<file path="src/dens_pkg.sv">
package dens_pkg;

  localparam int unsigned RetryWidth = 16;
  localparam logic [RetryWidth-1:0] RetryLimitReset = 16'd1000;

  typedef struct packed {
    logic        command;
    logic [1:0]  word_index;
    logic [63:0] data_word;
    logic        start_req;
  } req_t;

  typedef struct packed {
    logic [1:0]  out_index;
    logic [63:0] nonce_word;
    logic        status;
    logic        last;
  } rsp_t;

  localparam logic [255:0] OrderN =
    256'hFFFFFFFF00000000FFFFFFFFFFFFFFFFBCE6FAADA7179E84F3B9CAC2FC632551;

  localparam logic [255:0] ShaIv =
    256'h6a09e667bb67ae853c6ef372a54ff53a510e527f9b05688c1f83d9ab5be0cd19;

  function automatic logic [31:0] sha_k(input logic [5:0] i);
    logic [31:0] k [64];
    k = '{
      32'h428a2f98,32'h71374491,32'hb5c0fbcf,32'he9b5dba5,32'h3956c25b,32'h59f111f1,
      32'h923f82a4,32'hab1c5ed5,32'hd807aa98,32'h12835b01,32'h243185be,32'h550c7dc3,
      32'h72be5d74,32'h80deb1fe,32'h9bdc06a7,32'hc19bf174,32'he49b69c1,32'hefbe4786,
      32'h0fc19dc6,32'h240ca1cc,32'h2de92c6f,32'h4a7484aa,32'h5cb0a9dc,32'h76f988da,
      32'h983e5152,32'ha831c66d,32'hb00327c8,32'hbf597fc7,32'hc6e00bf3,32'hd5a79147,
      32'h06ca6351,32'h14292967,32'h27b70a85,32'h2e1b2138,32'h4d2c6dfc,32'h53380d13,
      32'h650a7354,32'h766a0abb,32'h81c2c92e,32'h92722c85,32'ha2bfe8a1,32'ha81a664b,
      32'hc24b8b70,32'hc76c51a3,32'hd192e819,32'hd6990624,32'hf40e3585,32'h106aa070,
      32'h19a4c116,32'h1e376c08,32'h2748774c,32'h34b0bcb5,32'h391c0cb3,32'h4ed8aa4a,
      32'h5b9cca4f,32'h682e6ff3,32'h748f82ee,32'h78a5636f,32'h84c87814,32'h8cc70208,
      32'h90befffa,32'ha4506ceb,32'hbef9a3f7,32'hc67178f2};
    return k[i];
  endfunction

  // Message sources that the controller selects for each 64-byte block.
  typedef enum logic [3:0] {
    BlkIpad,      // K ^ 0x36 padding
    BlkOpad,      // K ^ 0x5c padding
    BlkSeedA,     // V | sep | x[0:30]
    BlkSeedB,     // x[31] | h1 mod n | pad, length 64+97
    BlkVPad,      // V | pad, length 64+32
    BlkVSep,      // V | 0x00 | pad, length 64+33
    BlkInner      // inner digest | pad, length 64+32
  } blk_e;

  // Destination of a finished HMAC.
  typedef enum logic [1:0] {
    DstK,
    DstV
  } dst_e;

  typedef enum logic [3:0] {
    StIdle,
    StReduce,
    StInit,
    StBlkStart,
    StBlkRun,
    StBlkDone,
    StCheck,
    StOut
  } state_e;

  typedef struct packed {
    logic       load_init;   // V = 0x01.., K = 0
    logic       reduce;      // h1 mod n into reduced hash
    logic       chain_iv;    // start a fresh hash chain
    logic       blk_start;   // load message schedule and working vars
    blk_e       blk_sel;
    logic       sep;         // separator byte for the seed blocks
    logic       blk_step;    // one compression round
    logic       blk_fold;    // add working vars into chain
    logic       save_inner;  // chain to inner digest
    logic       write_back;  // chain to K or V
    dst_e       dst;
    logic       clear;       // wipe K and V
  } cmd_t;

  typedef struct packed {
    logic round_last;  // round 63 in progress
    logic cand_ok;     // 1 <= V <= n-1
  } sts_t;

endpackage

</file>
<file path="src/dens_ctrl.sv">
module dens_ctrl (
  input  logic                          clk_i,
  input  logic                          rst_ni,
  input  logic                          go_i,
  input  logic [dens_pkg::RetryWidth-1:0] retry_limit_i,
  input  dens_pkg::sts_t                sts_i,
  output dens_pkg::cmd_t                cmd_o,
  output logic                          busy_o,
  output logic                          out_valid_o,
  output logic [1:0]                    out_index_o,
  output logic                          ok_o
);
  import dens_pkg::*;

  // An HMAC is a program of blocks: ipad, message blocks, opad, inner digest.
  // Programs: 0 seed rounds to K; 2 V update; 3 re-key K with 0x00 separator.
  state_e state_q, state_d;
  logic [2:0] blk_q, blk_d;       // block within HMAC program
  logic [1:0] prog_q, prog_d;
  logic [2:0] hstep_q, hstep_d;   // position in the derivation
  logic [RetryWidth-1:0] tries_q, tries_d;
  logic [1:0] oidx_q, oidx_d;
  logic ok_q, ok_d;
  logic sep_q, sep_d;
  logic [2:0] nblk;

  // blocks: seed prog = ipad,seedA,seedB,opad,inner ; others ipad,msg,opad,inner
  assign nblk = (prog_q == 2'd0) ? 3'd5 : 3'd4;

  always_comb begin
    cmd_o = '0;
    cmd_o.sep = sep_q;
    cmd_o.dst = (prog_q == 2'd2) ? DstV : DstK;
    cmd_o.blk_sel = BlkIpad;
    unique case (prog_q)
      2'd0: unique case (blk_q)
        3'd0: cmd_o.blk_sel = BlkIpad;
        3'd1: cmd_o.blk_sel = BlkSeedA;
        3'd2: cmd_o.blk_sel = BlkSeedB;
        3'd3: cmd_o.blk_sel = BlkOpad;
        default: cmd_o.blk_sel = BlkInner;
      endcase
      default: unique case (blk_q)
        3'd0: cmd_o.blk_sel = BlkIpad;
        3'd1: cmd_o.blk_sel = (prog_q == 2'd3) ? BlkVSep : BlkVPad;
        3'd2: cmd_o.blk_sel = BlkOpad;
        default: cmd_o.blk_sel = BlkInner;
      endcase
    endcase
    unique case (state_q)
      StReduce:   cmd_o.reduce = 1'b1;
      StInit:     cmd_o.load_init = 1'b1;
      StBlkStart: begin
        cmd_o.blk_start = 1'b1;
        cmd_o.chain_iv  = (blk_q == 3'd0) || (blk_q == nblk - 3'd2);
        // The inner digest is saved as the opad block starts, while the
        // chain still holds it.
        cmd_o.save_inner = (blk_q == nblk - 3'd2);
      end
      StBlkRun:   cmd_o.blk_step = 1'b1;
      StBlkDone:  cmd_o.blk_fold = 1'b1;
      StCheck:    cmd_o.write_back = 1'b1;
      StOut:      cmd_o.clear = (oidx_q == 2'd3);
      default: ;
    endcase
  end

  // hstep: 0 seed0 K,1 seed0 V,2 seed1 K,3 seed1 V,4 cand V,5 rekey K,6 rekey V
  always_comb begin
    state_d = state_q; blk_d = blk_q; prog_d = prog_q; hstep_d = hstep_q;
    tries_d = tries_q; oidx_d = oidx_q; ok_d = ok_q; sep_d = sep_q;
    unique case (state_q)
      StIdle: if (go_i) state_d = StReduce;
      StReduce: state_d = StInit;
      StInit: begin
        hstep_d = 3'd0; prog_d = 2'd0; sep_d = 1'b0; blk_d = '0;
        tries_d = '0; ok_d = 1'b0; oidx_d = '0;
        state_d = StBlkStart;
      end
      StBlkStart: state_d = StBlkRun;
      StBlkRun: if (sts_i.round_last) state_d = StBlkDone;
      StBlkDone: begin
        if (blk_q == nblk - 3'd1) state_d = StCheck;
        else begin
          blk_d = blk_q + 3'd1;
          state_d = StBlkStart;
        end
      end
      StCheck: begin
        blk_d = '0;
        state_d = StBlkStart;
        unique case (hstep_q)
          3'd0: begin hstep_d = 3'd1; prog_d = 2'd2; end
          3'd1: begin hstep_d = 3'd2; prog_d = 2'd0; sep_d = 1'b1; end
          3'd2: begin hstep_d = 3'd3; prog_d = 2'd2; end
          3'd5: begin hstep_d = 3'd6; prog_d = 2'd2; end
          default: begin
            // after seed V or re-key V: draw a candidate if tries remain; then check it
            if (hstep_q == 3'd4) begin
              // candidate is written in this cycle; checked in candidate branch
              hstep_d = 3'd7;
              state_d = StCheck;
            end else if (hstep_q == 3'd7) begin
              tries_d = tries_q + 1'b1;
              if (sts_i.cand_ok) begin
                ok_d = 1'b1; state_d = StOut;
              end else if (tries_q + 1'b1 == retry_limit_i) begin
                state_d = StOut;
              end else begin
                hstep_d = 3'd5; prog_d = 2'd3;
              end
            end else if (retry_limit_i == '0) begin
              state_d = StOut;
            end else begin
              hstep_d = 3'd4; prog_d = 2'd2;
            end
          end
        endcase
      end
      StOut: begin
        oidx_d = oidx_q + 2'd1;
        if (oidx_q == 2'd3) state_d = StIdle;
      end
      default: state_d = StIdle;
    endcase
  end

  always_ff @(posedge clk_i or negedge rst_ni) begin
    if (!rst_ni) begin
      state_q <= StIdle; blk_q <= '0; prog_q <= '0; hstep_q <= '0;
      tries_q <= '0; oidx_q <= '0; ok_q <= 1'b0; sep_q <= 1'b0;
    end else begin
      state_q <= state_d; blk_q <= blk_d; prog_q <= prog_d; hstep_q <= hstep_d;
      tries_q <= tries_d; oidx_q <= oidx_d; ok_q <= ok_d; sep_q <= sep_d;
    end
  end

  assign busy_o      = (state_q != StIdle);
  assign out_valid_o = (state_q == StOut);
  assign out_index_o = oidx_q;
  assign ok_o        = ok_q;
endmodule

</file>
<file path="config.mk">
export PLATFORM = sky130hd
export DESIGN_NAME = dens_ctrl
export DESIGN_NICKNAME = d
export VERILOG_FILES = /design/src/dens_pkg.sv /design/src/dens_ctrl.sv
export SDC_FILE = /design/constraint.sdc
export NUM_CORES = 1
export LEC_CHECK = 0
export BUFFER_PORTS_ARGS = -buffer_cell sky130_fd_sc_hd__buf_4
export CORE_AREA = 4 4 92 94
export DETAILED_ROUTE_END_ITERATION = 6
export DIE_AREA = 0 0 96 98
export GPL_TIMING_DRIVEN = 0
export PLACE_DENSITY = 0.59
export RECOVER_POWER = 50
export SLEW_MARGIN = 20
export SYNTH_ARGS = -nofsm -noshare
export SYNTH_HDL_FRONTEND = slang
export SYNTH_SLANG_ARGS = --single-unit
</file>
<file path="constraint.sdc">
create_clock -name clk_i -period 3.4 [get_ports clk_i]
set_input_delay 0.17 -clock clk_i [delete_from_list [all_inputs] [get_ports clk_i]]
set_output_delay 0.17 -clock clk_i [all_outputs]
set_load 0.02 [all_outputs]
</file>
-- After elaboration in Yosys (flattened, before gate mapping)
Index checks and enable logic that the tools add are counted.
- bits in registers: 32
- input bits: 21
- output and inout bits: 21
- word-level logic and storage cells: 123
- add/subtract/negate cells: 5
- eq/ne operators: 37
- mux-type cells: 53
- reductions and logical operators: 20
- operators by type and width (operator ; count):
    2-to-1 mux 16 bit ; 3
    one-hot mux 16 bit (2 select lines) ; 1
    one-hot mux 4 bit (8 select lines) ; 1
    2-to-1 mux 3 bit ; 10
    2-to-1 mux 4 bit ; 7
    inequality test 8 bit (second input constant) ; 3
    one-hot mux 3 bit (4 select lines) ; 2
    adder 16 x 1 -> 16 bit (second input constant) ; 1
    == test 16 bit ; 1
    == test 4 x 3 -> 1 bit (second input constant) ; 4
    logical NOT 16 bit ; 1
    inequality test 2 bit (second input constant) ; 8
    2-to-1 mux 1 bit ; 15
    inequality test 5 bit (second input constant) ; 3
    2-to-1 mux 2 bit ; 6
    one-hot mux 2 bit (2 select lines) ; 3
    one-hot mux 3 bit (2 select lines) ; 2
    AND reduction 5 bit ; 2
    == test 3 x 2 -> 1 bit (second input constant) ; 3
    == test 3 bit (second input constant) ; 3
    one-hot mux 3 bit (3 select lines) ; 1
    == test 4 x 2 -> 1 bit (second input constant) ; 2
    AND reduction 4 bit ; 2
    == test 2 bit (second input constant) ; 3
    21 further kinds ; 28

-- Logic depth before layout (Yosys ltp)
Gate-level depths: netlist of the first run.
- depth in word-level cells: 8
- gate-level depth with buffers: 11

-- Worst setup path before layout of the first run
No wires, ideal clock.
- path type: flip-flop to flip-flop
- start point: register tries_q[0]
- end point: register hstep_q[0]
- setup time: 119 ps
- arrival: 2413 ps
- required time: 3281 ps
- setup slack: 867 ps
- cell stages (with the launch flop): 11
- path buffers: 1
- clock period less this slack: 2533 ps
- cells stage by stage: dfrtp_1 > ha_1 > and4_1 > buf_2 > nand2_1 > or4b_1 > a211oi_2 > o2111ai_2 > a22o_1 > mux2i_1 > nand2_1
- cells in the longest elaborated chain, start to end: 4
- ends and longest elaborated chain (element ; RTL line ; RTL):
    from (decl) ; dens_ctrl.sv:21 ; logic [RetryWidth-1:0] tries_q, tries_d;
    from (signal assigned) ; dens_ctrl.sv:134 ; tries_q <= tries_d; oidx_q <= oidx_d; ok_q <= ok_d; sep_q <= sep_d;
    adder 16 x 1 -> 16 bit ; dens_ctrl.sv:107 ; end else if (tries_q + 1'b1 == retry_limit_i) begin
    == test 16 bit ; dens_ctrl.sv:107 ;
    inequality test 8 bit (no source line) ; - ;
    AND reduction 4 bit (no source line) ; - ;
    to (signal assigned) ; dens_ctrl.sv:133 ; state_q <= state_d; blk_q <= blk_d; prog_q <= prog_d; hstep_q <= hstep_d;
    to (decl) ; dens_ctrl.sv:20 ; logic [2:0] hstep_q, hstep_d;
Every way passes these cells.
A chain may end at the register's enable or synchronous reset.

-- Worst setup path in the final report of the first run
Same ends and word-level chain as after synthesis.

==> out/metrics.cfg, run 1 <==
[synthesis]
synthFlopType=dfrtp_1
synth_cells=322
ys_ff_latch=31
synth.area.top_cells=dfrtp_1, o21ai_0, xnor2_1
synth_commonest_cells=nand2_1, dfrtp_1, nor2_1
synth_area_mm2=0.00263
async_flop_share_pct=100
synth_top_cell_by_area=dfrtp_1
yosys.area.top_type_share_pct=29.5
yosysMostFrequentCell=nand2_1
synth-seq-area-share_pct=29.5
synthDistinctLibCells=64
synth_edf_count=0
avgSynthCellArea_um2=8.17
yosysWarnings=0

[die]
floorplan.initialDensity_pct=34.4
core-area_mm2=0.00765
dieArea_mm2=0.00941
rows=32
die_w_um=96
ios=42
die_y_um=98

[grt]
grt_usage_pct=14.9
grt_max_degree=32
grt_pass1_vias=2428
grt_pass1_wl_mm=11.3
grt_antenna_before_repair=0
gr-total-overflow=0

[clock_network]
cts_tree=built
numClockSinks=31
cts_setup_buffers=0
cts_root_buffer=clkbuf_8
clockBufferDepth=2
clk_latency_ps=290
clk_pin_slew_worst_paths_ps=70
cts_buffers=5
postCtsResizedCells=0
cts_max_level=2

[place]
place_hpwl_mm=5.14
dpl_worst_slack_ps=501
dp.cells=464
io_buffers=39
place_congestion=0.880
placed_cell_area_mm2=0.00306

[detailed_routing]
ant_nets=0
vias=2487
routed_wirelength_mm=6.79
routedWlPerCell_um=14.3
firstDrtPassIters=4
via_per_inst=5.26
drtIter0Drc=68
drc_errors=0

[finish]
register_area_um2=776
area_growth_pct=19.7
fillCellCount=806
multi_input_area_mm2=0.00168
final_cell_area_mm2=0.00315
drive_above_1_share_pct=18.6
nets=401
insertedDiodeCount=0
finalNonFillerCells=473

[pwr]
power_density_mw_per_mm2=514
p_leak_nw=1.39
vdd_drop_max_mv=0.217
total_power_mw=1.62

[timing]
max-slew-margin-rel_pct=-19.1
final-max-slew-violation-count=32
max_freq_mhz=345
fin_tns_setup_ps=0
skew_ps=5.43
setup_violations=0
tightest_slew_ps=1790
fin_ws_ps=505
period_share_pct=85.2
finalHoldViolCount=0
min_period_ps=2900
rsz0062_at_grt=no

[worst_setup_path]
reg2reg_to=hstep_q[0]$_DFFE_PN0P_
reg2regPathDepth=9
cp.required_ps=3590
reg2reg_from=tries_q[0]$_DFFE_PN0P_
critPathKind=reg2reg
regToRegSetupSlack_ps=500
worstPathArrival_ps=3080
cp_max_fo=8
critPathLaunchType=flip-flop
startpoint=tries_q[0]$_DFFE_PN0P_
crit_end=hstep_q[0]$_DFFE_PN0P_
end_kind=flip-flop

[min_path]
min_path_type=in2reg
holdPathStages=3
min_from=sts_i[0]

[outcome]
violations=max-capacitance violations, max-slew violations
status=complete, but fails checks

[run]
drv_cap=1

-- per-layer routing --
| metal | part of all wire, % | global-route usage [%] | routed length (um) |
|---|---|---|---|
| met3 | 4.8 | 3.16 | 323 |
| met1 | 48 | 20.0 | 3270 |
| met4 | 2.2 | 5.14 | 146 |
| met2 | 45 | 23.6 | 3040 |
| met5 | 0 | 0 | 0 |
-- through the flow --
stage	utilization, %	hold WS (ps)
finish	41.2	163
global route	41.2	193
CTS	41.6	165
detailed placement	40.0	150
global placement	40.0	139
floorplan	-	-126
-- final cells by class --
class	count	area share (%)
inverters	13	1.55
multi-input cells	256	53.2
plain buffers	23	4.29
repair buffers	40	8.54
well taps	102	4.05
clock inverters	2	1.11
flip-flops and latches	31	24.6
clock buffers	6	2.62
-- repair_timing --
action                                  CTS  global route
endpoints found under the hold margin    31             0
hold buffers                              1             0
endpoints found under the setup margin    0             0
-- sequential cells by signal (all words and copies together) (netlist names) --
register     cells
sep_q            1
out_index_o      2
ok_o             1
tries_q         16
state_q          3
prog_q           2
hstep_q          3
blk_q            3
-- report_power, final --
part	internal, mW	switching, mW	leakage, nW
clock	0.237	0.158	0.0612
combinational	0.277	0.483	0.906
sequential	0.422	0.0430	0.424
total	0.936	0.684	1.39
-- worst max-delay path, cell delays in order, from the launching register on --
cell and delay [ps]:
dfrtp_1 540, ha_1 390, nand3_1 180, o21ai_0 110, or4bb_1 540, a211oi_1 320, o2111ai_2 210, a22o_1 290
mux2i_1 150, nand2_1 60
-- cells by family after synthesis --
family                     count (synthesis)  share of synthesized area, %
AOI/OAI and AO/OA                         80                          20.0
xor gates and xnor gates                  24                          7.99
adders and majority gates                 10                          4.76
buffers and inverters                     36                          6.99
DFF                                       31                          29.5
muxes                                      5                          2.14
other                                      1                         0.143
and+or+nand+nor                          135                          28.5
-- how the worst min path moves through the flow --
stage                                            end  slack [ps]
after global placement    out_index_o[1]$_DFFE_PN0P_         140
after global routing          state_q[2]$_DFFE_PN0P_         190
after CTS                           ok_o$_DFFE_PN0P_         160
final                               ok_o$_DFFE_PN0P_         160
after detailed placement  out_index_o[1]$_DFFE_PN0P_         150
after floorplan                 blk_q[0]$_DFFE_PN0P_        -130
-- cell usage in the layout, fill, tap and decap left out, types with 4 or more instances in the layout --
cell,netlist,routed
nand3_1,9,9
a31oi_1,5,5
nand4_1,6,6
clkbuf_1,11,20
nand2_1,35,35
dfrtp_1,31,31
nor2_1,31,31
nor4_1,5,5
o31ai_1,5,5
xnor2_1,16,16
xor2_1,8,8
buf_4,6,36
nor2b_1,9,9
a21oi_1,14,14
o21ai_0,28,28
clkbuf_8,0,6
ha_1,10,10
a22o_1,4,4
or3_1,4,4
inv_1,13,13
nor3_1,6,6
No activity file was read; power rests on OpenSTA's default activity.
==> run 2, diff against run 1 <==
--- a/config.mk
+++ b/config.mk
@@ -6,11 +6,11 @@
 export NUM_CORES = 1
 export LEC_CHECK = 0
 export BUFFER_PORTS_ARGS = -buffer_cell sky130_fd_sc_hd__buf_4
-export CORE_AREA = 4 4 92 94
+export CORE_AREA = 4 4 95 97
 export DETAILED_ROUTE_END_ITERATION = 6
-export DIE_AREA = 0 0 96 98
+export DIE_AREA = 0 0 99 101
 export GPL_TIMING_DRIVEN = 0
-export PLACE_DENSITY = 0.59
+export PLACE_DENSITY = 0.56
 export RECOVER_POWER = 50
 export SLEW_MARGIN = 20
 export SYNTH_ARGS = -nofsm -noshare
==> out/metrics.cfg, run 2 (same netlist as run 1, synthesis figures left out) <==
[outcome]
status=complete, but fails checks  ; unchanged
violations=max-capacitance violations, max-slew violations  ; unchanged

[run]
drv_cap=1  ; unchanged

[timing]
skew_ps=7.55  ; was 5.43 ps
rsz0062_at_grt=no  ; unchanged
tightest_slew_ps=1760  ; was 1790 ps
period_share_pct=84.9  ; was 85.2%
finalHoldViolCount=0  ; unchanged
max-slew-margin-rel_pct=-17.3  ; was -19.1%
fin_tns_setup_ps=0  ; unchanged
min_period_ps=2890  ; was 2900 ps
final-max-slew-violation-count=32  ; unchanged
max_freq_mhz=346  ; was 345 MHz
setup_violations=0  ; unchanged

[detailed_routing]
drtIter0Drc=129  ; was 68
vias=2473  ; was 2487
wirelength_met1_mm=3.27  ; about the same
wl_met3_um=338  ; was 323 um
ant_nets=0  ; unchanged
firstDrtPassIters=4  ; unchanged
dr_wl_met2_mm=3.18  ; was 3.04 mm
drc_errors=0  ; unchanged
topRoutingLayerUsed=met4  ; unchanged
via_per_inst=5.20  ; was 5.26
routed_wirelength_mm=6.86  ; was 6.79 mm
routedWlPerCell_um=14.4  ; was 14.3 um

[clock_network]
cts_root_buffer=clkbuf_8  ; unchanged
cts_tree=built  ; unchanged
cts_max_level=2  ; unchanged
postCtsResizedCells=0  ; unchanged
numClockSinks=31  ; unchanged
clockBufferDepth=2  ; unchanged
clk_pin_slew_worst_paths_ps=70  ; about the same
cts_setup_buffers=0  ; unchanged
clk_latency_ps=290  ; about the same
cts_buffers=5  ; unchanged
cts_hold_buf=1  ; unchanged

[grt]
grt_max_degree=32  ; unchanged
grt_usage_pct=14.3  ; was 14.9%
grt_pass1_vias=2351  ; was 2428
grt_antenna_before_repair=0  ; unchanged
grt_pass1_wl_mm=11.7  ; was 11.3 mm
gr-total-overflow=0  ; unchanged

[place]
placed_cell_area_mm2=0.00306  ; about the same
io_buffers=39  ; unchanged
place_hpwl_mm=5.17  ; was 5.14 mm
place_congestion=0.855  ; was 0.880

[finish]
layout_commonest_cell=buf_4  ; unchanged
final_util_pct=38.5  ; was 41.2%
final_cell_area_mm2=0.00314  ; was 0.00315 mm2
fillCellCount=848  ; was 806
drive_above_1_share_pct=18.3  ; was 18.6%
insertedDiodeCount=0  ; unchanged
nets=401  ; unchanged
largest_register_ff_count=16  ; unchanged
final_cell_mix=buf_4, nand2_1, nor2_1, dfrtp_1, o21ai_0  ; unchanged
regMostFlops=tries_q  ; unchanged
area_growth_pct=19.2  ; was 19.7%

[worst_setup_path]
cp.required_ps=3580  ; was 3590 ps
crit_slowest_cell=dfrtp_1  ; unchanged
regToRegSetupSlack_ps=510  ; was 500 ps
worstPathCellList=ha_1 > nand3_1 > o21ai_0 > or4bb_1 > a211oi_1 > o2111ai_2 > a22o_1 > mux2i_1 > nand2_1  ; unchanged
worstPathArrival_ps=3060  ; was 3080 ps
cp_max_fo=8  ; unchanged
slowest_delay_ps=530  ; was 540 ps
critPathLaunchType=flip-flop  ; unchanged
critPathKind=reg2reg  ; unchanged
cp_top_family=compound AO/OA/AOI/OAI gates  ; unchanged
end_kind=flip-flop  ; unchanged
cp.buffers_inverters=0  ; unchanged

[pwr]
power_density_mw_per_mm2=496  ; was 514 mW/mm2
total_power_mw=1.56  ; was 1.62 mW
vdd_drop_max_mv=0.168  ; was 0.217 mV
p_leak_nw=1.38  ; was 1.39 nW

[die]
floorplan.initialDensity_pct=32.3  ; was 34.4%
ios=42  ; unchanged
die_w_um=99  ; was 96 um
core-area_mm2=0.00813  ; was 0.00765 mm2
dieArea_mm2=0.0100  ; was 0.00941 mm2
rows=33  ; was 32
die_y_um=101  ; was 98 um

[min_path]
min_path_type=in2reg  ; unchanged

==> run 2: cell types whose count changed in the layout (fill, tap and decap cells not counted) <==
cell,before,now
bufinv_16,1,0
clkbuf_1,20,21
clkbuf_8,6,7
clkinv_2,1,0
==> run 2: final timing paths <==
kind / startpoint / to / cells past startpoint
max: tries_q[0]$_DFFE_PN0P_ / hstep_q[0]$_DFFE_PN0P_ / 9
min: sts_i[0] / ok_o$_DFFE_PN0P_ / 3
max reg2reg: tries_q[0]$_DFFE_PN0P_ / hstep_q[0]$_DFFE_PN0P_ / 9
min reg2reg: tries_q[15]$_DFFE_PN0P_ / tries_q[15]$_DFFE_PN0P_ / 1
max in group asynchronous: rst_ni / prog_q[0]$_DFFE_PN0P_ / 2
min in group asynchronous: rst_ni / tries_q[14]$_DFFE_PN0P_ / 2
==> run 2: where the power goes <==
group	leakage [nW]	switching, mW	internal [mW]
logic	0.906	0.483	0.276
registers	0.424	0.0442	0.423
clock network	0.0515	0.145	0.185
total	1.38	0.672	0.884
==> run 2: through the flow <==
stage / hold WS, ps / setup WS, ps / std cells
global placement: 137 / 545 / 467
CTS: 193 / 501 / 476
floorplan: -126 / 867 / 323
detailed placement: 140 / 531 / 467
global route: 218 / 309 / 476
finish: 185 / 513 / 476
==> run 2: layer usage <==
metal | vias up | track usage [%]
met4 | 0 | 2.84
li1 | 1245 | -
met5 | - | 0
met1 | 1167 | 19.2
met3 | 8 | 2.91
met2 | 53 | 23.8
==> run 2: worst min-delay path: stages <==
cell and delay, ps:
buf_4 100, a31oi_1 80, nor2_1 80
==> run 2: layout make-up <==
cell class | count | area, um2 | share of cell area (%)
plain buffers | 23 | 135 | 4.31
clock buffers | 8 | 100 | 3.19
inverters | 13 | 48.8 | 1.56
multi-input cells | 256 | 1680 | 53.4
flip-flops and latches | 31 | 776 | 24.7
well taps | 105 | 131 | 4.19
repair buffers | 40 | 269 | 8.58
